File: src/hdl/mwe_pkg.sv
package mwe_pkg;

	localparam int ADDR_BITS = 6;
	localparam int WORD_BITS = 16;

	// command frame: leading pad, start bit, opcode, address, data
	localparam int CMD_W = ADDR_BITS + 22;
	localparam int BC_W  = $clog2(CMD_W + 1);
	localparam int LIMIT_MAX = 1 << ADDR_BITS;
	localparam int LIMIT_W   = ADDR_BITS + 2;

	localparam logic OP_REQUEST = 1'b0;
	localparam logic OP_TICK    = 1'b1;

	localparam logic [1:0] K_RD_BYTE = 2'd0;
	localparam logic [1:0] K_WR_BYTE = 2'd1;
	localparam logic [1:0] K_RD_WORD = 2'd2;
	localparam logic [1:0] K_WR_WORD = 2'd3;

	localparam logic [1:0] ST_OK     = 2'd0;
	localparam logic [1:0] ST_RANGE  = 2'd1;
	localparam logic [1:0] ST_VERIFY = 2'd2;
	localparam logic [1:0] ST_BUSY   = 2'd3;

	typedef struct packed {
		logic                 op;
		logic [1:0]           request_kind;
		logic [6:0]           offset;
		logic [WORD_BITS-1:0] write_data;
		logic                 data_out_sample;
	} req_t;

	typedef struct packed {
		logic                 chip_select;
		logic                 serial_clock;
		logic                 data_in_drive;
		logic                 busy_res;
		logic                 done_res;
		logic [WORD_BITS-1:0] read_data;
		logic [1:0]           status;
	} res_t;

endpackage

File: src/hdl/mwe_channels.sv
interface mwe_req_if;
	logic        valid;
	logic        ready;
	logic        op;
	logic [1:0]  request_kind;
	logic [6:0]  offset;
	logic [15:0] write_data;
	logic        data_out_sample;

	modport source (output valid, output op, output request_kind, output offset,
		output write_data, output data_out_sample, input ready);
	modport sink (input valid, input op, input request_kind, input offset,
		input write_data, input data_out_sample, output ready);
endinterface

interface mwe_res_if;
	logic        valid;
	logic        ready;
	logic        chip_select;
	logic        serial_clock;
	logic        data_in_drive;
	logic        busy_res;
	logic        done_res;
	logic [15:0] read_data;
	logic [1:0]  status;

	modport source (output valid, output chip_select, output serial_clock,
		output data_in_drive, output busy_res, output done_res, output read_data,
		output status, input ready);
	modport sink (input valid, input chip_select, input serial_clock,
		input data_in_drive, input busy_res, input done_res, input read_data,
		input status, output ready);
endinterface

interface mwe_cfg_if;
	logic       valid;
	logic       ready;
	logic [6:0] words_in_use;

	modport source (output valid, output words_in_use, input ready);
	modport sink (input valid, input words_in_use, output ready);
endinterface

File: src/hdl/microwire_eeprom_controller_core.sv
// Microwire EEPROM master for 93C46-type parts with 16-bit words. Each request
// on req_ch is either a new request (read/write byte, read/write word) or a pin
// tick; every tick advances the pin pattern by one phase and its result carries
// the chip select, shift clock and data-in levels to drive for that phase,
// plus busy/done, read data and status. Exactly one result comes back per
// request, in the cycle after it is taken; one request is taken every clock as
// long as res_ch is drained, since the whole step is a single pass of logic
// between the controller state registers and the result register. Data-out
// is sampled from the tick that follows each clock-high phase. Word writes run
// enable, write, disable and a read-back verify; byte writes prepend a read and
// merge. words_in_use may only be written while no request is outstanding;
// word offsets (byte offset/2) at or above it, capped at 64 words, are refused.
module microwire_eeprom_controller_core (
	input  logic      clk,
	input  logic      arst_n,
	mwe_req_if.sink   req_ch,
	mwe_res_if.source res_ch,
	mwe_cfg_if.sink   cfg_ch
);
	import mwe_pkg::*;

	logic [6:0] words_in_use_q;
	logic       can_take;
	logic       fire;
	req_t       req;
	res_t       res;

	// config writes are always taken
	assign cfg_ch.ready = 1'b1;

	always_ff @(posedge clk or negedge arst_n) begin
		if (!arst_n) begin
			words_in_use_q <= 7'd12;
		end else if (cfg_ch.valid) begin
			words_in_use_q <= cfg_ch.words_in_use;
		end
	end

	// a new request is taken whenever the result slot is free or emptying
	assign req_ch.ready = can_take;
	assign fire         = req_ch.valid && can_take;

	assign req.op              = req_ch.op;
	assign req.request_kind    = req_ch.request_kind;
	assign req.offset          = req_ch.offset;
	assign req.write_data      = req_ch.write_data;
	assign req.data_out_sample = req_ch.data_out_sample;

	mwe_engine u_engine (
		.clk          (clk),
		.arst_n       (arst_n),
		.fire         (fire),
		.req          (req),
		.words_in_use (words_in_use_q),
		.res          (res)
	);

	mwe_out_reg u_out_reg (
		.clk      (clk),
		.arst_n   (arst_n),
		.fire     (fire),
		.res      (res),
		.can_take (can_take),
		.res_ch   (res_ch)
	);

endmodule

File: src/hdl/mwe_engine.sv
module mwe_engine (
	input  logic           clk,
	input  logic           arst_n,
	input  logic           fire,
	input  mwe_pkg::req_t  req,
	input  logic [6:0]     words_in_use,
	output mwe_pkg::res_t  res
);
	import mwe_pkg::*;

	localparam logic [2:0] PH_IDLE  = 3'd0;
	localparam logic [2:0] PH_START = 3'd1;
	localparam logic [2:0] PH_LOW   = 3'd2;
	localparam logic [2:0] PH_HIGH  = 3'd3;
	localparam logic [2:0] PH_END   = 3'd4;
	localparam logic [2:0] PH_DESEL = 3'd5;

	localparam logic [1:0] FR_READ  = 2'd0;
	localparam logic [1:0] FR_EWEN  = 2'd1;
	localparam logic [1:0] FR_WRITE = 2'd2;
	localparam logic [1:0] FR_EWDS  = 2'd3;

	logic [2:0]           phase_q, phase_n;
	logic [2:0]           frame_q, frame_n;
	logic [CMD_W-1:0]     cmd_q, cmd_n;
	logic [BC_W-1:0]      bc_q, bc_n;
	logic [WORD_BITS-1:0] rx_q, rx_n;
	logic                 pend_q, pend_n;
	logic [1:0]           kind_q, kind_n;
	logic [6:0]           off_q, off_n;
	logic [WORD_BITS-1:0] data_q, data_n;
	logic [WORD_BITS-1:0] merged_q, merged_n;

	logic [6:0]           woff_new, woff_cur;
	logic [LIMIT_W-1:0]   limit;
	logic [WORD_BITS-1:0] rx_v, merged_v;
	logic [BC_W-1:0]      idx;
	logic [CMD_W-1:0]     cmd_sh;
	logic [2:0]           frame_inc;
	logic [1:0]           ftype;

	function automatic logic [1:0] frame_of(input logic [1:0] kind, input logic [2:0] step);
		logic [2:0] s;
		s = step;
		if (kind == K_RD_BYTE || kind == K_RD_WORD) begin
			return FR_READ;
		end
		if (kind == K_WR_BYTE) begin
			if (step == 3'd0) begin
				return FR_READ;
			end
			s = step - 3'd1;
		end
		case (s[1:0])
			2'd0:    return FR_EWEN;
			2'd1:    return FR_WRITE;
			2'd2:    return FR_EWDS;
			default: return FR_READ;
		endcase
	endfunction

	function automatic logic [2:0] frame_count(input logic [1:0] kind);
		case (kind)
			K_WR_BYTE: return 3'd5;
			K_WR_WORD: return 3'd4;
			default:   return 3'd1;
		endcase
	endfunction

	function automatic logic [CMD_W-1:0] build_cmd(input logic [1:0] ft,
		input logic [6:0] woff, input logic [WORD_BITS-1:0] word);
		logic [CMD_W-1:0] start;
		logic [CMD_W-1:0] addr;
		start = CMD_W'(1) << (ADDR_BITS + 18);
		addr  = CMD_W'(ADDR_BITS'(woff)) << WORD_BITS;
		case (ft)
			FR_READ:  return start | (CMD_W'(2) << (ADDR_BITS + 16)) | addr;
			FR_WRITE: return start | (CMD_W'(1) << (ADDR_BITS + 16)) | addr | CMD_W'(word);
			FR_EWEN:  return start | (CMD_W'(3) << (ADDR_BITS + 14));
			default:  return start;
		endcase
	endfunction

	function automatic logic [BC_W-1:0] frame_len(input logic [1:0] ft);
		return (ft == FR_READ) ? BC_W'(ADDR_BITS + 20) : BC_W'(CMD_W);
	endfunction

	assign woff_new = (req.request_kind == K_RD_BYTE || req.request_kind == K_WR_BYTE) ?
		{1'b0, req.offset[6:1]} : req.offset;
	assign woff_cur = (kind_q == K_RD_BYTE || kind_q == K_WR_BYTE) ?
		{1'b0, off_q[6:1]} : off_q;
	assign limit = ({1'b0, words_in_use} > LIMIT_W'(LIMIT_MAX)) ?
		LIMIT_W'(LIMIT_MAX) : LIMIT_W'(words_in_use);

	assign rx_v   = pend_q ? {rx_q[WORD_BITS-2:0], req.data_out_sample} : rx_q;
	assign idx    = bc_q - BC_W'(1);
	assign cmd_sh = cmd_q >> idx;
	assign frame_inc = frame_q + 3'd1;
	assign merged_v = (kind_q == K_WR_BYTE && frame_q == 3'd0) ?
		(off_q[0] ? {data_q[7:0], rx_v[7:0]} : {rx_v[15:8], data_q[7:0]}) : merged_q;

	always_comb begin
		phase_n  = phase_q;
		frame_n  = frame_q;
		cmd_n    = cmd_q;
		bc_n     = bc_q;
		rx_n     = rx_q;
		pend_n   = pend_q;
		kind_n   = kind_q;
		off_n    = off_q;
		data_n   = data_q;
		merged_n = merged_q;
		ftype    = FR_READ;
		res      = '0;
		if (req.op == OP_REQUEST) begin
			if (phase_q != PH_IDLE) begin
				res.busy_res = 1'b1;
				res.done_res = 1'b1;
				res.status   = ST_BUSY;
			end else if (LIMIT_W'(woff_new) >= limit) begin
				res.done_res = 1'b1;
				res.status   = ST_RANGE;
			end else begin
				kind_n   = req.request_kind;
				off_n    = req.offset;
				data_n   = req.write_data;
				merged_n = req.write_data;
				frame_n  = 3'd0;
				pend_n   = 1'b0;
				ftype    = frame_of(req.request_kind, 3'd0);
				cmd_n    = build_cmd(ftype, woff_new, req.write_data);
				bc_n     = frame_len(ftype);
				rx_n     = '0;
				phase_n  = PH_START;
				res.busy_res = 1'b1;
			end
		end else begin
			rx_n   = rx_v;
			pend_n = 1'b0;
			case (phase_q)
				PH_START: begin
					res.chip_select  = 1'b1;
					res.serial_clock = 1'b1;
					res.busy_res     = 1'b1;
					phase_n = (bc_q != '0) ? PH_LOW : PH_END;
				end
				PH_LOW: begin
					res.chip_select   = 1'b1;
					res.data_in_drive = cmd_sh[0];
					res.busy_res      = 1'b1;
					phase_n = PH_HIGH;
				end
				PH_HIGH: begin
					res.chip_select   = 1'b1;
					res.serial_clock  = 1'b1;
					res.data_in_drive = cmd_sh[0];
					res.busy_res      = 1'b1;
					pend_n  = 1'b1;
					bc_n    = bc_q - BC_W'(1);
					phase_n = (bc_q != BC_W'(1)) ? PH_LOW : PH_END;
				end
				PH_END: begin
					res.chip_select = 1'b1;
					res.busy_res    = 1'b1;
					phase_n = PH_DESEL;
				end
				PH_DESEL: begin
					merged_n = merged_v;
					if (frame_inc >= frame_count(kind_q)) begin
						phase_n = PH_IDLE;
						frame_n = 3'd0;
						res.done_res = 1'b1;
						if (kind_q == K_RD_BYTE) begin
							res.read_data = off_q[0] ? {8'd0, rx_v[15:8]} : {8'd0, rx_v[7:0]};
						end else begin
							res.read_data = rx_v;
							if (kind_q != K_RD_WORD && rx_v != merged_v) begin
								res.status = ST_VERIFY;
							end
						end
					end else begin
						frame_n = frame_inc;
						ftype   = frame_of(kind_q, frame_inc);
						cmd_n   = build_cmd(ftype, woff_cur, merged_v);
						bc_n    = frame_len(ftype);
						rx_n    = '0;
						phase_n = PH_START;
						res.busy_res = 1'b1;
					end
				end
				default: begin
					phase_n = PH_IDLE;
				end
			endcase
		end
	end

	always_ff @(posedge clk or negedge arst_n) begin
		if (!arst_n) begin
			phase_q  <= PH_IDLE;
			frame_q  <= '0;
			cmd_q    <= '0;
			bc_q     <= '0;
			rx_q     <= '0;
			pend_q   <= 1'b0;
			kind_q   <= '0;
			off_q    <= '0;
			data_q   <= '0;
			merged_q <= '0;
		end else if (fire) begin
			phase_q  <= phase_n;
			frame_q  <= frame_n;
			cmd_q    <= cmd_n;
			bc_q     <= bc_n;
			rx_q     <= rx_n;
			pend_q   <= pend_n;
			kind_q   <= kind_n;
			off_q    <= off_n;
			data_q   <= data_n;
			merged_q <= merged_n;
		end
	end

endmodule

File: src/hdl/mwe_out_reg.sv
module mwe_out_reg (
	input  logic          clk,
	input  logic          arst_n,
	input  logic          fire,
	input  mwe_pkg::res_t res,
	output logic          can_take,
	mwe_res_if.source     res_ch
);
	import mwe_pkg::*;

	logic valid_q;
	res_t data_q;

	// skid-free: a waiting result is replaced in the cycle it is taken
	assign can_take = !valid_q || res_ch.ready;

	always_ff @(posedge clk or negedge arst_n) begin
		if (!arst_n) begin
			valid_q <= 1'b0;
		end else if (can_take) begin
			valid_q <= fire;
		end
	end

	always_ff @(posedge clk) begin
		if (fire) begin
			data_q <= res;
		end
	end

	assign res_ch.valid         = valid_q;
	assign res_ch.chip_select   = data_q.chip_select;
	assign res_ch.serial_clock  = data_q.serial_clock;
	assign res_ch.data_in_drive = data_q.data_in_drive;
	assign res_ch.busy_res      = data_q.busy_res;
	assign res_ch.done_res      = data_q.done_res;
	assign res_ch.read_data     = data_q.read_data;
	assign res_ch.status        = data_q.status;

endmodule
File: src/flat_wrapper.sv
// flat-port wrapper written by rule: the top's interface ports become plain ports
module microwire_eeprom_controller_core_flat import mwe_pkg::*;
  (clk, arst_n, req_ch_valid, req_ch_op, req_ch_request_kind, req_ch_offset, req_ch_write_data, req_ch_data_out_sample, req_ch_ready, res_ch_valid, res_ch_chip_select, res_ch_serial_clock, res_ch_data_in_drive, res_ch_busy_res, res_ch_done_res, res_ch_read_data, res_ch_status, res_ch_ready, cfg_ch_valid, cfg_ch_words_in_use, cfg_ch_ready);
  mwe_req_if req_ch_i ();
  mwe_res_if res_ch_i ();
  mwe_cfg_if cfg_ch_i ();
  input  logic clk;
  input  logic arst_n;
  input wire logic [$bits(req_ch_i.valid)-1:0] req_ch_valid;
  input wire logic [$bits(req_ch_i.op)-1:0] req_ch_op;
  input wire logic [$bits(req_ch_i.request_kind)-1:0] req_ch_request_kind;
  input wire logic [$bits(req_ch_i.offset)-1:0] req_ch_offset;
  input wire logic [$bits(req_ch_i.write_data)-1:0] req_ch_write_data;
  input wire logic [$bits(req_ch_i.data_out_sample)-1:0] req_ch_data_out_sample;
  output wire logic [$bits(req_ch_i.ready)-1:0] req_ch_ready;
  output wire logic [$bits(res_ch_i.valid)-1:0] res_ch_valid;
  output wire logic [$bits(res_ch_i.chip_select)-1:0] res_ch_chip_select;
  output wire logic [$bits(res_ch_i.serial_clock)-1:0] res_ch_serial_clock;
  output wire logic [$bits(res_ch_i.data_in_drive)-1:0] res_ch_data_in_drive;
  output wire logic [$bits(res_ch_i.busy_res)-1:0] res_ch_busy_res;
  output wire logic [$bits(res_ch_i.done_res)-1:0] res_ch_done_res;
  output wire logic [$bits(res_ch_i.read_data)-1:0] res_ch_read_data;
  output wire logic [$bits(res_ch_i.status)-1:0] res_ch_status;
  input wire logic [$bits(res_ch_i.ready)-1:0] res_ch_ready;
  input wire logic [$bits(cfg_ch_i.valid)-1:0] cfg_ch_valid;
  input wire logic [$bits(cfg_ch_i.words_in_use)-1:0] cfg_ch_words_in_use;
  output wire logic [$bits(cfg_ch_i.ready)-1:0] cfg_ch_ready;
  assign req_ch_i.valid = req_ch_valid;
  assign req_ch_i.op = req_ch_op;
  assign req_ch_i.request_kind = req_ch_request_kind;
  assign req_ch_i.offset = req_ch_offset;
  assign req_ch_i.write_data = req_ch_write_data;
  assign req_ch_i.data_out_sample = req_ch_data_out_sample;
  assign req_ch_ready = req_ch_i.ready;
  assign res_ch_valid = res_ch_i.valid;
  assign res_ch_chip_select = res_ch_i.chip_select;
  assign res_ch_serial_clock = res_ch_i.serial_clock;
  assign res_ch_data_in_drive = res_ch_i.data_in_drive;
  assign res_ch_busy_res = res_ch_i.busy_res;
  assign res_ch_done_res = res_ch_i.done_res;
  assign res_ch_read_data = res_ch_i.read_data;
  assign res_ch_status = res_ch_i.status;
  assign res_ch_i.ready = res_ch_ready;
  assign cfg_ch_i.valid = cfg_ch_valid;
  assign cfg_ch_i.words_in_use = cfg_ch_words_in_use;
  assign cfg_ch_ready = cfg_ch_i.ready;
  microwire_eeprom_controller_core u_core (.clk(clk), .arst_n(arst_n), .req_ch(req_ch_i), .res_ch(res_ch_i), .cfg_ch(cfg_ch_i));
endmodule
File: config.mk
export PLATFORM = sky130hd
export DESIGN_NAME = microwire_eeprom_controller_core_flat
export DESIGN_NICKNAME = d
export VERILOG_FILES = /design/src/hdl/mwe_pkg.sv /design/src/hdl/mwe_channels.sv /design/src/hdl/microwire_eeprom_controller_core.sv /design/src/hdl/mwe_engine.sv /design/src/hdl/mwe_out_reg.sv /design/src/flat_wrapper.sv
export SDC_FILE = /design/constraint.sdc
export NUM_CORES = 1
export LEC_CHECK = 0
export BUFFER_PORTS_ARGS = -buffer_cell sky130_fd_sc_hd__buf_2
export CORE_ASPECT_RATIO = 0.7
export CORE_MARGIN = 2
export CORE_UTILIZATION = 30
export DETAILED_ROUTE_END_ITERATION = 7
export PLACE_DENSITY = 0.5
export SYNTH_ARGS = -nofsm -noshare
export SYNTH_HDL_FRONTEND = slang
export SYNTH_SLANG_ARGS = --single-unit
export TNS_END_PERCENT = 10
File: constraint.sdc
create_clock -name clk -period 2.7 [get_ports clk]
set_clock_uncertainty 0.1 [all_clocks]
set_input_delay 0.27 -clock clk [delete_from_list [all_inputs] [get_ports clk]]
set_output_delay 0.27 -clock clk [all_outputs]
set_load 0.05 [all_outputs]
### After elaboration in Yosys (flattened, before gate mapping)

Index checks and enable logic that the tools add are counted.

| word-level totals | value |
|---|---|
| bits in registers | 120 |
| input bits | 39 |
| output and inout bits | 26 |
| logic and storage cells | 212 |

| cells by class | value |
|---|---|
| add/subtract/negate cells | 3 |
| $lt $le $gt $ge | 3 |
| eq/ne operators | 27 |
| shift-type cells | 1 |
| multiplexer cells | 125 |
| bitwise gates (word level) | 5 |
| reductions and logical operators | 29 |

Operator list:

| cell | number |
|---|---|
| 16-bit two-way mux | 13 |
| 25-bit case mux with 3 select lines | 2 |
| 28-bit two-way mux | 5 |
| 2-bit two-way mux | 33 |
| 25-bit by 16-bit OR with 25-bit output | 2 |
| 1-bit two-way mux | 42 |
| 3-bit two-way mux | 14 |
| 19-bit two-way mux | 2 |
| 28-bit by 5-bit right shift with 1-bit output | 1 |
| 5-bit two-way mux | 4 |
| 16-bit != test | 1 |
| 3-bit case mux with 5 select lines | 1 |
| 2-bit == test (second input constant) | 7 |
| 7-bit two-way mux | 2 |
| 2-bit by 1-bit == test with 1-bit output (second input constant) | 6 |
| 2-bit zero test | 6 |
| 2-bit case mux with 3 select lines | 2 |
| 5-bit case mux with 2 select lines | 1 |
| 5-bit AND reduction | 2 |
| 8-bit two-way mux | 1 |
| 2-bit != test (second input constant) | 4 |
| 4-bit AND reduction | 2 |
| 7-bit >= comparator | 1 |
| 7-bit > comparator (second input constant) | 1 |
| 25 further kinds | 38 |

### Longest topological paths before layout

Gate-level depths: netlist of the first run.

| logic depth | value |
|---|---|
| word-level depth | 30 |
| gate-level depth with buffers | 12 |
| mapped depth without buffers | 10 |

### Hierarchy

From an unflattened synthesis of the first run, not the netlist that was laid out.

| second synthesis, totals | value |
|---|---|
| cells, all modules | 630 |
| area total of the unflattened synthesis | 6919.1 µm² |

Modules (own cells, without submodules):

| module | times used | cells each | area an instance (µm²) | seq. area each (µm²) |
|---|---|---|---|---|
| mwe_engine | 1 | 586 | 5869.4 | 2152.1 |
| mwe_out_reg | 1 | 26 | 738.2 | 715.7 |
| microwire_eeprom_controller_core | 1 | 18 | 311.5 | 177.7 |

### Worst setup path after synthesis of the first run

No wires, ideal clock.

| path | value |
|---|---|
| path type | reg2reg |
| start point | reg u_core.u_out_reg.valid_q, in the netlist u_core.u_out_reg.res_ch.valid |
| end point | reg u_core.u_engine.data_q[7] |
| setup time | 125 ps |
| data arrival time | 3070 ps |
| path slack | -595 ps |
| stages on the path, launching flop included | 8 |
| path buffers | 3 |
| path through | dfrtp_1 -> nand2b_1 -> and2_1 -> clkbuf_1 -> and4_1 -> buf_2 -> buf_2 -> mux2_2 |

| between the ends | value |
|---|---|
| longest elaborated chain between the ends | 4 |

Ends and longest elaborated chain:

| item | line | text |
|---|---|---|
| start, declared | mwe_out_reg.sv:11 | `logic valid_q;` |
| start signal, assigned | mwe_out_reg.sv:21 | `valid_q <= fire;` |
| 1-bit zero test | mwe_out_reg.sv:15 | `assign can_take = !valid_q \|\| res_ch.ready;` |
| 1-bit logical OR | mwe_out_reg.sv:15 |  |
| via req_ch_ready | flat_wrapper.sv:15 | `output wire logic [$bits(req_ch_i.ready)-1:0] req_ch_ready;` |
| 1-bit logical AND | microwire_eeprom_controller_core.sv:41 | `assign fire = req_ch.valid && can_take;` |
| via u_core.fire | microwire_eeprom_controller_core.sv:24 | `logic fire;` |
| 4-bit AND reduction (no source line) | n/a |  |
| end signal, assigned | mwe_engine.sv:219 | `data_q <= data_n;` |
| end, declared | mwe_engine.sv:31 | `logic [WORD_BITS-1:0] data_q, data_n;` |

The timed path passes the listed nets, and every way through them passes these cells.
A chain may end at the register's enable or synchronous reset.

### Worst setup path in the final report of the first run

| path | value |
|---|---|
| start point | reg u_core.u_engine.frame_q[0] |
| end point | reg u_core.u_engine.cmd_q[11] |

| between the ends | value |
|---|---|
| longest elaborated chain between the ends | 26 |
| elaborated cells between the ends (all ways) | 46 |
| classes of those cells | 2 x add/sub; 1 x order compare; 5 x eq/ne; 31 x mux; 1 x bitwise; 6 x reduce/logical |

Ends and longest elaborated chain:

| item | line | text |
|---|---|---|
| start, declared | mwe_engine.sv:24 | `logic [2:0] frame_q, frame_n;` |
| start signal, assigned | mwe_engine.sv:212 | `frame_q <= frame_n;` |
| 3-bit by 1-bit adder with 3-bit output | mwe_engine.sv:98 | `assign frame_inc = frame_q + 3'd1;` |
| 3-bit zero test | mwe_engine.sv:49 | `if (step == 3'd0) begin` |
| 1-bit two-way mux | mwe_engine.sv:49 |  |
| 1-bit two-way mux (2 in a row) | mwe_engine.sv:48 | `if (kind == K_WR_BYTE) begin` |
| 1-bit two-way mux | mwe_engine.sv:169 | `if (frame_inc >= frame_count(kind_q)) begin` |
| 1-bit two-way mux | mwe_engine.sv:140 | `case (phase_q)` |
| 1-bit two-way mux | mwe_engine.sv:115 | `if (req.op == OP_REQUEST) begin` |
| 2-bit two-way mux | mwe_engine.sv:52 | `s = step - 3'd1;` |
| (+9 left out) | n/a |  |
| 2-bit two-way mux | mwe_engine.sv:169 |  |
| 2-bit two-way mux | mwe_engine.sv:140 |  |
| 2-bit two-way mux | mwe_engine.sv:115 |  |
| 2-bit by 1-bit == test with 1-bit output, or another cell as far along | mwe_engine.sv:76 | `case (ft)` |
| 25-bit case mux with 3 select lines | mwe_engine.sv:76 |  |
| 28-bit two-way mux | mwe_engine.sv:169 |  |
| 28-bit two-way mux | mwe_engine.sv:140 |  |
| 28-bit two-way mux | mwe_engine.sv:115 |  |
| end signal, assigned | mwe_engine.sv:213 | `cmd_q <= cmd_n;` |
| end, declared | mwe_engine.sv:25 | `logic [CMD_W-1:0] cmd_q, cmd_n;` |

Several ways; a longest one is shown, not always the timed one. The select of a mux whose other input is x is not followed.

==> reports/qor.csv, run 1 <==
stage;metric;value;unit
critical_path;crit_arrival;2.82;ns
critical_path;regToRegEndpoint;u_core.u_engine.cmd_q[11]$_DFFE_PN0P_;
power;total_power;8150;uW
route;post-route-drc-count;0;
place;portBuffers;63;
critical_path;r2r-start;u_core.u_engine.frame_q[0]$_DFFE_PN0P_;
logic_synthesis;synth_async_sr_flop_share;0.803;
power;p_leak;0.00355;uW
critical_path;critPathKind;flop to flop;
layout;drive_gt1_frac;0.277;
power;worst_ir_drop_vdd;0.545;mV
route;ant_nets;0;
logic_synthesis;syn_area;0.00664;sq mm
global_routing;track_usage;0.177;
critical_path;critPathBufInv;1;
layout;diodes;0;
logic_synthesis;synth-warning-count;0;
route;via_per_inst;5.17;
sta;setup_violations;0;
logic_synthesis;synth_mux_area_frac;0.129;
clocking;cts_sinks;117;
layout;final_cells;1086;
layout;final_nets;844;
logic_synthesis;synth_seq_area_share;0.458;
worst_hold_path;min_path_cells;3;
global_routing;gr-usage-met2;0.215;
global_routing;grt-ovfl-total;0;
clocking;htreeDepth;4;
power;p_per_area;967;mW/mm^2
critical_path;worstRegToRegCells;9;
route;vias;5617;
critical_path;cp_max_fo;17;
logic_synthesis;synthSimpleGateAreaFrac;0.122;
clocking;clk_path_buf_depth;2;
floorplan;die_h;129;microns
global_routing;grt_use_met1;0.304;
clocking;clock_latency;0.42;ns
critical_path;cp-start-kind;flop;
logic_synthesis;synth_seq_cells;117;
sta;fin_tns_setup;0;ns
sta;relSlewSlack;0.525;
place;dp_slack;-0.175;ns
clocking;cts_setup_buffers;0;
critical_path;crit_chain;ha_2 > xnor2_2 > inv_1 > ha_1 > a21o_2 > o21ai_4 > and3_4 > nand4_4 > o21ai_0;
sta;rsz0062_at_grt;yes;
clocking;root_buffer;clkbuf_16;
global_routing;antenna_found_initial;0;
layout;final_common_cell;dfrtp_1;
route;dr.first_iter.drc_count;460;
place;place_congestion;0.877;
floorplan;row_count;45;
run_status;status;finished, final reports clean;
logic_synthesis;syn_inst;680;
global_routing;grt.met3_usage;0.0379;
logic_synthesis;ys_types;64;
sta;report.final.slew_viol_count;0;
logic_synthesis;synth_fa_ha_area_frac;0.0264;
critical_path;critPathSlowestCell;dfrtp_2;
worst_hold_path;min_path_type;input port to flop;
floorplan;dieArea;0.0234;sq mm
worst_hold_path;min_from;req_ch_offset[0];
layout;layout_common_cells;91 x dfrtp_1, 74 x o21ai_0, 71 x nand2_1;
logic_synthesis;synth-edff-count;23;
global_routing;grt_pass1_wl;31200;microns
logic_synthesis;synth_compound_area_frac;0.195;
route;dr.pass1.iters;5;
sta;hold_viol_final;0;
place;dp_cells;1041;
critical_path;slowest_delay;0.44;ns
layout;utilization;0.387;
clocking;tritoncts;built;
route;avgRoutedWirePerCell;18.5;microns
sta;fin_ws;0.103;ns
route;drt-total-wl;20000;microns
critical_path;rrSetupSlack;0.10;ns
logic_synthesis;synthXorXnorAreaFrac;0.0224;
global_routing;grt_max_degree;48;
sta;finalCritPeriodShare;0.962;
floorplan;start_util;0.306;
clocking;clk_pin_slew;0.06;ns
flow_run;cap_violations;0;
clocking;numCtsBuffers;17;
floorplan;core;0.0217;sq mm
critical_path;required;2.92;ns
sta;tightestPinTransition;0.693;ns
global_routing;grt_pass1_vias;5114;
critical_path;crit_family;compound AO/OA/AOI/OAI gates;
logic_synthesis;synth_flop_cell;dfrtp_1;
floorplan;die_width;182;microns
worst_hold_path;holdPathEnd;u_core.u_engine.off_q[0]$_DFFE_PN0P_;
sta;timing.fmax;0.385;GHz
critical_path;end_kind;flop;
logic_synthesis;avgSynthCellArea;9.77;sq um
global_routing;grt.busiest_layer;met1;
logic_synthesis;synth_top_family_by_area;compound AO/OA/AOI/OAI gates;
floorplan;ios;65;
sta;min_period;2.60;ns
place;hpwl;15100;microns
logic_synthesis;synthesis.nets;733;
layout;syn_to_final_growth;26.7;%
-- kinds of logic (layout without fill, tap and decap cells) --
family                   Yosys count  in the layout
AO/OA/AOI/OAI                    212            212
XOR/XNOR                          17             17
adder cells (fa/ha/maj)           14             14
buffers and inverters             73            197
flip-flops                       117            117
multiplexers                      73             73
other                              1              1
AND/OR/NAND/NOR                  173            173
-- worst min-delay path: cells and delay by family --
family / cells / cell delay [ns]
compound gates: 1 / 0.06
buf+inv: 1 / 0.10
simple gates: 1 / 0.05
-- Yosys cell counts, types with 5 or more instances --
library cell	instances	area share
a21oi_1	55	0.041
nor3_1	8	0.0060
edfxtp_1	23	0.10
o21ai_0	75	0.056
mux2_2	41	0.069
mux4_2	6	0.020
xnor2_1	13	0.017
nand4_1	5	0.0047
nor2_1	47	0.027
mux2i_1	26	0.039
buf_2	13	0.0098
nand2b_1	10	0.0094
ha_1	14	0.026
nor2b_1	11	0.010
o22ai_1	7	0.0066
buf_1	5	0.0028
a21o_1	8	0.0090
a211oi_1	18	0.020
dfrtp_1	92	0.35
inv_1	26	0.015
o31ai_1	17	0.019
clkbuf_1	24	0.014
nand2_1	71	0.040
-- routing by layer --
| metal | vias to the layer above | routed length, microns | share of wire |
|---|---|---|---|
| met1 | 2730 | 11400 | 0.57 |
| met5 | - | 0 | 0 |
| met2 | 183 | 7190 | 0.36 |
| li1 | 2691 | - | - |
| met3 | 13 | 1330 | 0.066 |
| met4 | 0 | 146 | 0.0073 |
-- how the worst max path moves through the flow --
stage / startpoint / endpoint / slack (ns) / cells after the start
finish: u_core.u_engine.frame_q[0]$_DFFE_PN0P_ / u_core.u_engine.cmd_q[11]$_DFFE_PN0P_ / 0.10 / 9
global route: u_core.u_engine.frame_q[0]$_DFFE_PN0P_ / u_core.u_engine.cmd_q[11]$_DFFE_PN0P_ / -0.04 / 8
CTS: u_core.u_engine.frame_q[0]$_DFFE_PN0P_ / u_core.u_engine.cmd_q[5]$_DFFE_PN0P_ / 0.01 / 11
detailed placement: req_ch_request_kind[1] / u_core.u_engine.rx_q[7]$_DFFE_PN0P_ / -0.18 / 12
global placement: req_ch_request_kind[1] / u_core.u_engine.data_q[1]$_DFFE_PN0P_ / -0.12 / 10
floorplan: req_ch_request_kind[1] / u_core.u_engine.data_q[7]$_DFFE_PN0P_ / 0.02 / 11
-- sequential cells by signal (all words and copies together) (netlist names), 2 cells and up --
register,count
u_core.u_engine.bc_q,5
u_core.u_out_reg.res_ch.status,2
u_core.u_engine.kind_q,2
u_core.u_engine.phase_q,3
u_core.u_out_reg.res_ch.read_data,16
u_core.u_engine.merged_q,16
u_core.words_in_use_q,7
u_core.u_engine.rx_q,16
u_core.u_engine.cmd_q,25
u_core.u_engine.frame_q,3
u_core.u_engine.data_q,8
u_core.u_engine.off_q,7
-- per-stage QoR --
step	cell area [sq um]	hold slack (ns)
final	8420	0.0107
after global routing	8420	0.00846
after CTS	8390	0.00391
after detailed placement	7660	0.258
after global placement	7660	0.255
after floorplan	6680	-0.126
-- area by class of cell --
cell class                 count  area [sq um]
fill                        2188         13300
clock inverter                14           161
tap                          282           353
clock buffer                  18           429
multi-input combinational    490          3330
inverter                      27           101
timing repair buffer         138           996
sequential                   117          3050
-- repair_timing --
item                                    in CTS  in global routing
gates resized for setup                      2                 11
hold buffers                                13                  0
pin swaps                                    1                  0
endpoints found under the setup margin      21                 86
hold endpoints to repair                    55                  0
-- power by group --
group          internal [uW]  total, uW  leakage (uW)  switching [uW]
Sequential              2220       2740       0.00144             520
Clock                   1440       2300      0.000279             859
Combinational           1350       3100       0.00183            1750
Power figures use the tool's default switching activity.
==> run 2, diff against run 1 <==
--- a/config.mk
+++ b/config.mk
@@ -5,12 +5,12 @@
 export SDC_FILE = /design/constraint.sdc
 export NUM_CORES = 1
 export LEC_CHECK = 0
-export BUFFER_PORTS_ARGS = -buffer_cell sky130_fd_sc_hd__buf_2
 export CORE_ASPECT_RATIO = 0.7
 export CORE_MARGIN = 2
 export CORE_UTILIZATION = 30
 export DETAILED_ROUTE_END_ITERATION = 7
-export PLACE_DENSITY = 0.5
+export DONT_BUFFER_PORTS = 1
+export PLACE_DENSITY = 0.46
 export SYNTH_ARGS = -nofsm -noshare
 export SYNTH_HDL_FRONTEND = slang
 export SYNTH_SLANG_ARGS = --single-unit
==> constraint.sdc (replaced) <==
create_clock -name clk -period 2.94 [get_ports clk]
set_clock_uncertainty 0.1 [all_clocks]
set_input_delay 0.294 -clock clk [delete_from_list [all_inputs] [get_ports clk]]
set_output_delay 0.294 -clock clk [all_outputs]
set_load 0.05 [all_outputs]
==> reports/qor.csv, run 2 (synthesis results as in run 1) <==
stage;metric;value;unit;change
place;hpwl;15100;microns;-0.48%
critical_path;critPathBufInv;2;;+1
floorplan;die_h;129;microns;unchanged
critical_path;crit_chain;ha_1 > xnor2_2 > inv_1 > ha_1 > a21o_1 > o21ai_4 > and3_4 > o21ai_2 > buf_6 > nand2_1 > o21ai_0;;
clocking;numCtsBuffers;17;;unchanged
clocking;cts_sinks;117;;unchanged
power;total_power;7610;uW;-6.6%
sta;holdWs;0.0285;ns;+0.0178 ns
route;dr.first_iter.drc_count;409;;-11%
sta;tightestPinTransition;0.643;ns;-0.0492 ns
power;p_comb_frac;0.343;;-0.038
sta;fin_tns_setup;0;ns;unchanged
power;worst_ir_drop_vdd;0.529;mV;-2.9%
global_routing;grt_pass1_wl;32600;microns;+4.3%
global_routing;antenna_found_initial;1;;+1
layout;post-route-cell-area;0.00814;sq mm;-3.4%
critical_path;rrSetupSlack;0.16;ns;+0.06 ns
place;portBuffers;0;;-100%
critical_path;required;3.11;ns;+0.19 ns
power;pwr-share-clk;0.308;;+0.026
floorplan;die_width;182;microns;unchanged
route;ant_nets;0;;unchanged
global_routing;grt-ovfl-total;0;;unchanged
power;p_int;4720;uW;-5.8%
sta;setup_violations;0;;unchanged
clocking;clk_pin_slew;0.06;ns;about the same
global_routing;grt_pass1_vias;5287;;+3.4%
clocking;tritoncts;built;;
critical_path;critPathKind;flop to flop;;
critical_path;r2r-start;u_core.u_engine.frame_q[0]$_DFFE_PN0P_;;
power;p_leak;0.00331;uW;-6.8%
layout;final_nets;779;;-7.7%
route;via_per_inst;5.34;;+3.3%
power;p_per_area;935;mW/mm^2;-3.3%
layout;final_common_cell;dfrtp_1;;
floorplan;start_util;0.306;;unchanged
clocking;root_buffer;clkbuf_16;;
layout;regMostFlops;u_core.u_engine.cmd_q;;
floorplan;row_count;45;;unchanged
layout;syn_to_final_growth;22.4;%;
route;drt-total-wl;20900;microns;+4.4%
sta;hold_viol_final;0;;unchanged
critical_path;crit_arrival;2.95;ns;+0.13 ns
layout;layout_common_cells;92 x dfrtp_1, 75 x o21ai_0, 71 x nand2_1;;
critical_path;cp_max_fo;16;;-1
critical_path;slowest_delay;0.45;ns;about the same
power;switchingPower;2880;uW;-7.9%
sta;relSlewSlack;0.568;;+0.0431
sta;finalCritPeriodShare;0.945;;-0.0171
route;vias;5458;;-2.8%
critical_path;cp-start-kind;flop;;
worst_hold_path;min_path_type;input port to flop;;
clocking;cts_setup_buffers;0;;unchanged
floorplan;ios;65;;unchanged
sta;min_period;2.78;ns;+0.181 ns
layout;largest_reg_flops;25;;unchanged
clocking;clk_path_buf_depth;2;;unchanged
critical_path;worst_path_most_repeated_cell;ha_1;;
floorplan;dieArea;0.0234;sq mm;unchanged
place;place_congestion;0.843;;-3.9%
critical_path;crit_family;compound AO/OA/AOI/OAI gates;;
route;dr.pass1.iters;5;;unchanged
route;avgRoutedWirePerCell;20.5;microns;+11%
global_routing;track_usage;0.186;;+0.00822
clocking;htreeDepth;4;;unchanged
route;post-route-drc-count;0;;unchanged
worst_hold_path;holdPathEnd;u_core.u_engine.merged_q[1]$_DFFE_PN0P_;;
flow_run;cap_violations;0;;unchanged
place;placed_area;0.00710;sq mm;-7.3%
power;p_sw_frac;0.379;;-0.00533
critical_path;end_kind;flop;;
power;seq_power_share;0.349;;+0.012
sta;rsz0062_at_grt;no;;
sta;report.final.slew_viol_count;0;;unchanged
critical_path;worstRegToRegCells;11;;+2
layout;drive_gt1_frac;0.176;;-0.101
sta;timing.fmax;0.360;GHz;-6.5%
critical_path;critPathSlowestCell;dfrtp_1;;
global_routing;grt_max_degree;95;;+98%
floorplan;core;0.0217;sq mm;unchanged
worst_hold_path;min_from;req_ch_write_data[1];;
worst_hold_path;min_path_cells;2;;-1
run_status;status;finished, final reports clean;;
clocking;clock_latency;0.41;ns;about the same
critical_path;regToRegEndpoint;u_core.u_engine.cmd_q[4]$_DFFE_PN0P_;;
-- run 2: power groups by stage --
stage                     Clock [uW]  Sequential [uW]  Combinational (uW)
after floorplan                    0             2400                1940
after global placement             0             2640                2480
after detailed placement           0             2650                2490
after CTS                       2380             2630                2580
after global routing            2460             2700                2880
final                           2340             2650                2610
-- run 2: final cells by class --
type                       instances  area (sq um)
multi-input combinational        490          3300
tap                              282           353
antenna                            1          2.50
inverter                          27           101
clock inverter                     5           103
timing repair buffer              73           668
fill                            2193         13600
sequential                       117          3050
clock buffer                      27           567
-- run 2: layer usage --
layer	global-route usage	routed length [microns]
met4	0.0498	158
met1	0.296	11100
met5	0	0
met3	0.0476	1680
met2	0.242	7950
-- run 2: worst register-to-register path, delay by kind of cell (launching register included) --
family	cells	cell delay (ns)
xor gates and xnor gates	1	0.21
buffers and inverters	2	0.28
and+or+nand+nor	2	0.29
AOI/OAI and AO/OA	4	0.71
adders and majority gates	2	0.58
DFF	1	0.45
-- run 2: how the worst max path moves through the flow --
stage	start	end	slack, ns	cells past startpoint
global route	u_core.u_engine.frame_q[0]$_DFFE_PN0P_	u_core.u_out_reg.res_ch.status[1]$_DFFE_PP_	0.01	7
finish	u_core.u_engine.frame_q[0]$_DFFE_PN0P_	u_core.u_engine.cmd_q[4]$_DFFE_PN0P_	0.16	11
floorplan	req_ch_request_kind[1]	u_core.u_engine.data_q[7]$_DFFE_PN0P_	0.03	11
detailed placement	u_core.u_engine.frame_q[0]$_DFFE_PN0P_	u_core.u_engine.cmd_q[1]$_DFFE_PN0P_	0.14	11
global placement	u_core.u_engine.frame_q[0]$_DFFE_PN0P_	u_core.u_engine.cmd_q[11]$_DFFE_PN0P_	0.19	11
CTS	u_core.u_engine.frame_q[0]$_DFFE_PN0P_	u_core.u_engine.cmd_q[4]$_DFFE_PN0P_	0.1	11
-- run 2: metrics by stage --
stage          worst slack, ns  cells  utilization
2_1_floorplan           0.0282    680            -
3_3_place_gp             0.189    956        0.327
3_5_place_dp             0.137    956        0.327
4_1_cts                 0.0976   1021        0.374
5_1_grt                 0.0143   1021        0.374
6_report                 0.163   1022        0.374
-- run 2: repair_timing --
| action | 4_1_cts | 5_1_grt |
|---|---|---|
| resized for setup | 0 | 4 |
| hold buffers | 33 | 0 |
| endpoints found under the hold margin | 127 | 0 |
| setup endpoints to repair | 0 | 34 |
==> run 3, diff against run 2 <==
--- a/config.mk
+++ b/config.mk
@@ -5,12 +5,15 @@
 export SDC_FILE = /design/constraint.sdc
 export NUM_CORES = 1
 export LEC_CHECK = 0
+export CELL_PAD_IN_SITES_DETAIL_PLACEMENT = 1
+export CELL_PAD_IN_SITES_GLOBAL_PLACEMENT = 2
 export CORE_ASPECT_RATIO = 0.7
 export CORE_MARGIN = 2
 export CORE_UTILIZATION = 30
 export DETAILED_ROUTE_END_ITERATION = 7
 export DONT_BUFFER_PORTS = 1
-export PLACE_DENSITY = 0.46
+export PLACE_DENSITY = 0.64
+export SLEW_MARGIN = 10
 export SYNTH_ARGS = -nofsm -noshare
 export SYNTH_HDL_FRONTEND = slang
 export SYNTH_SLANG_ARGS = --single-unit
==> reports/qor.csv, run 3 (synthesis results as in run 1) <==
stage;metric;value;unit;change
floorplan;row_count;45;;unchanged
clocking;root_buffer;clkbuf_16;;
critical_path;crit_arrival;3.01;ns;+0.06 ns
sta;holdWs;0.0152;ns;-0.0133 ns
global_routing;track_usage;0.200;;+0.0140
route;vias;5560;;+1.9%
layout;drive_gt1_frac;0.189;;+0.0128
global_routing;grt_max_degree;95;;unchanged
power;p_comb_frac;0.347;;+0.004
sta;fin_tns_setup;0;ns;unchanged
power;p_per_area;943;mW/mm^2;+0.90%
global_routing;grt.met3_usage;0.0456;;-0.00198
floorplan;dieArea;0.0234;sq mm;unchanged
clocking;clk_pin_slew;0.06;ns;about the same
layout;final_common_cell;dfrtp_1;;
sta;fin_ws;0.113;ns;-0.0502 ns
layout;syn_to_final_growth;22.8;%;
clocking;numCtsBuffers;17;;unchanged
layout;regMostFlops;u_core.u_engine.cmd_q;;
flow_run;cap_violations;0;;unchanged
route;dr.first_iter.drc_count;419;;+2.4%
sta;relSlewSlack;0.527;;-0.0409
route;dr.pass1.iters;4;;-1
global_routing;antenna_found_initial;1;;unchanged
power;seq_power_share;0.345;;-0.004
critical_path;required;3.12;ns;about the same
power;switchingPower;2950;uW;+2.2%
global_routing;grt_pass1_vias;5695;;+7.7%
route;post-route-drc-count;0;;unchanged
layout;diodes;0;;-1
place;place_congestion;0.821;;-2.6%
route;ant_nets;0;;unchanged
power;p_leak;0.00332;uW;+0.26%
power;worst_ir_drop_vdd;0.411;mV;-22%
floorplan;die_h;129;microns;unchanged
power;pwr-share-clk;0.308;;about the same
global_routing;grt_pass1_wl;35000;microns;+7.5%
sta;tightestPinTransition;0.709;ns;+0.0656 ns
place;hpwl;16300;microns;+8.1%
sta;min_period;2.83;ns;+0.0502 ns
power;p_int;4750;uW;+0.54%
clocking;clk_path_buf_depth;2;;unchanged
layout;final_nets;782;;+0.39%
clocking;tritoncts;built;;
sta;finalCritPeriodShare;0.962;;+0.0171
clocking;cts_sinks;117;;unchanged
route;via_per_inst;5.43;;+1.7%
floorplan;core;0.0217;sq mm;unchanged
global_routing;grt.busiest_layer;met1;;
global_routing;grt_use_met1;0.308;;+0.0126
critical_path;end_kind;flop;;
worst_hold_path;min_path_type;input port to flop;;
floorplan;die_width;182;microns;unchanged
layout;layout_common_cells;92 x dfrtp_1, 75 x o21ai_0, 71 x nand2_1;;
power;p_sw_frac;0.383;;+0.00386
route;avgRoutedWirePerCell;22.0;microns;+7.6%
sta;setup_violations;0;;unchanged
floorplan;start_util;0.306;;unchanged
sta;rsz0062_at_grt;yes;;
place;portBuffers;0;;unchanged
run_status;status;finished, final reports clean;;
sta;report.final.slew_viol_count;0;;unchanged
global_routing;gr-usage-met2;0.278;;+0.0361
route;drt-total-wl;22600;microns;+7.8%
critical_path;cp-start-kind;flop;;
global_routing;grt-ovfl-total;0;;unchanged
sta;timing.fmax;0.354;GHz;-1.8%
critical_path;cp_max_fo;12;;-4
floorplan;ios;65;;unchanged
clocking;htreeDepth;4;;unchanged
sta;hold_viol_final;0;;unchanged
clocking;clock_latency;0.43;ns;+0.02 ns
critical_path;critPathKind;flop to flop;;
place;dp_slack;-0.0785;ns;-0.215 ns
layout;largest_reg_flops;25;;unchanged
power;total_power;7700;uW;+1.2%
==> run 3: cell type report <==
class,count,area [sq um]
inverters,27,101
flip-flops and latches,117,3050
well taps,282,353
repair buffers,76,678
clock inverters,10,166
clock buffers,22,507
fillers,2465,13600
multi-input cells,490,3310
==> run 3: timing repair <==
action,in CTS,in global routing
hold buffers,31,0
endpoints found under the hold margin,128,0
gates resized for setup,0,5
buffers inserted,0,0
setup endpoints to repair,0,48
==> run 3: worst paths after layout <==
check,endpoint,depth (start not counted),slack [ns],startpoint
worst min-delay path,u_core.u_engine.merged_q[6]$_DFFE_PN0P_,2,0.02,req_ch_write_data[6]
worst max-delay path,u_core.u_engine.cmd_q[12]$_DFFE_PN0P_,11,0.11,u_core.u_engine.frame_q[0]$_DFFE_PN0P_
worst min register to register,u_core.u_engine.cmd_q[0]$_DFFE_PN0P_,2,0.38,u_core.u_engine.cmd_q[0]$_DFFE_PN0P_
max in group asynchronous,u_core.u_engine.phase_q[2]$_DFFE_PN0P_,2,1.95,arst_n
min in group asynchronous,u_core.u_engine.data_q[4]$_DFFE_PN0P_,2,0.41,arst_n
worst max register to register,u_core.u_engine.cmd_q[12]$_DFFE_PN0P_,11,0.11,u_core.u_engine.frame_q[0]$_DFFE_PN0P_
==> run 3: through the flow <==
step / cells / area [sq um] / util
4_1_cts: 1024 / 8140 / 0.374
3_5_place_dp: 961 / 7140 / 0.328
3_3_place_gp: 961 / 7140 / 0.328
5_1_grt: 1024 / 8160 / 0.375
2_1_floorplan: 680 / 6650 / -
6_report: 1024 / 8160 / 0.375
==> run 3: power by group through the flow <==
stage,clock network [uW],registers (uW),logic (uW)
after floorplan,0,2400,1940
after global placement,0,2640,2490
after detailed placement,0,2670,2550
after CTS,2410,2640,2650
after global routing,2500,2710,2940
final,2370,2650,2670
==> run 3: worst max-delay path, cell delays in order, from the launching register on <==
cell and delay (ns):
dfrtp_1 0.47, ha_1 0.30, xnor2_2 0.24, inv_1 0.07
ha_1 0.29, a21o_2 0.27, o21ai_4 0.17, and3_4 0.23
o21ai_2 0.16, buf_4 0.23, nand2_1 0.06, o21ai_0 0.09
==> run 3: metal layers <==
metal	up-vias	wire (microns)
li1	2552	-
met1	2850	11900
met2	138	9260
met3	18	1140
met4	2	225
met5	-	13
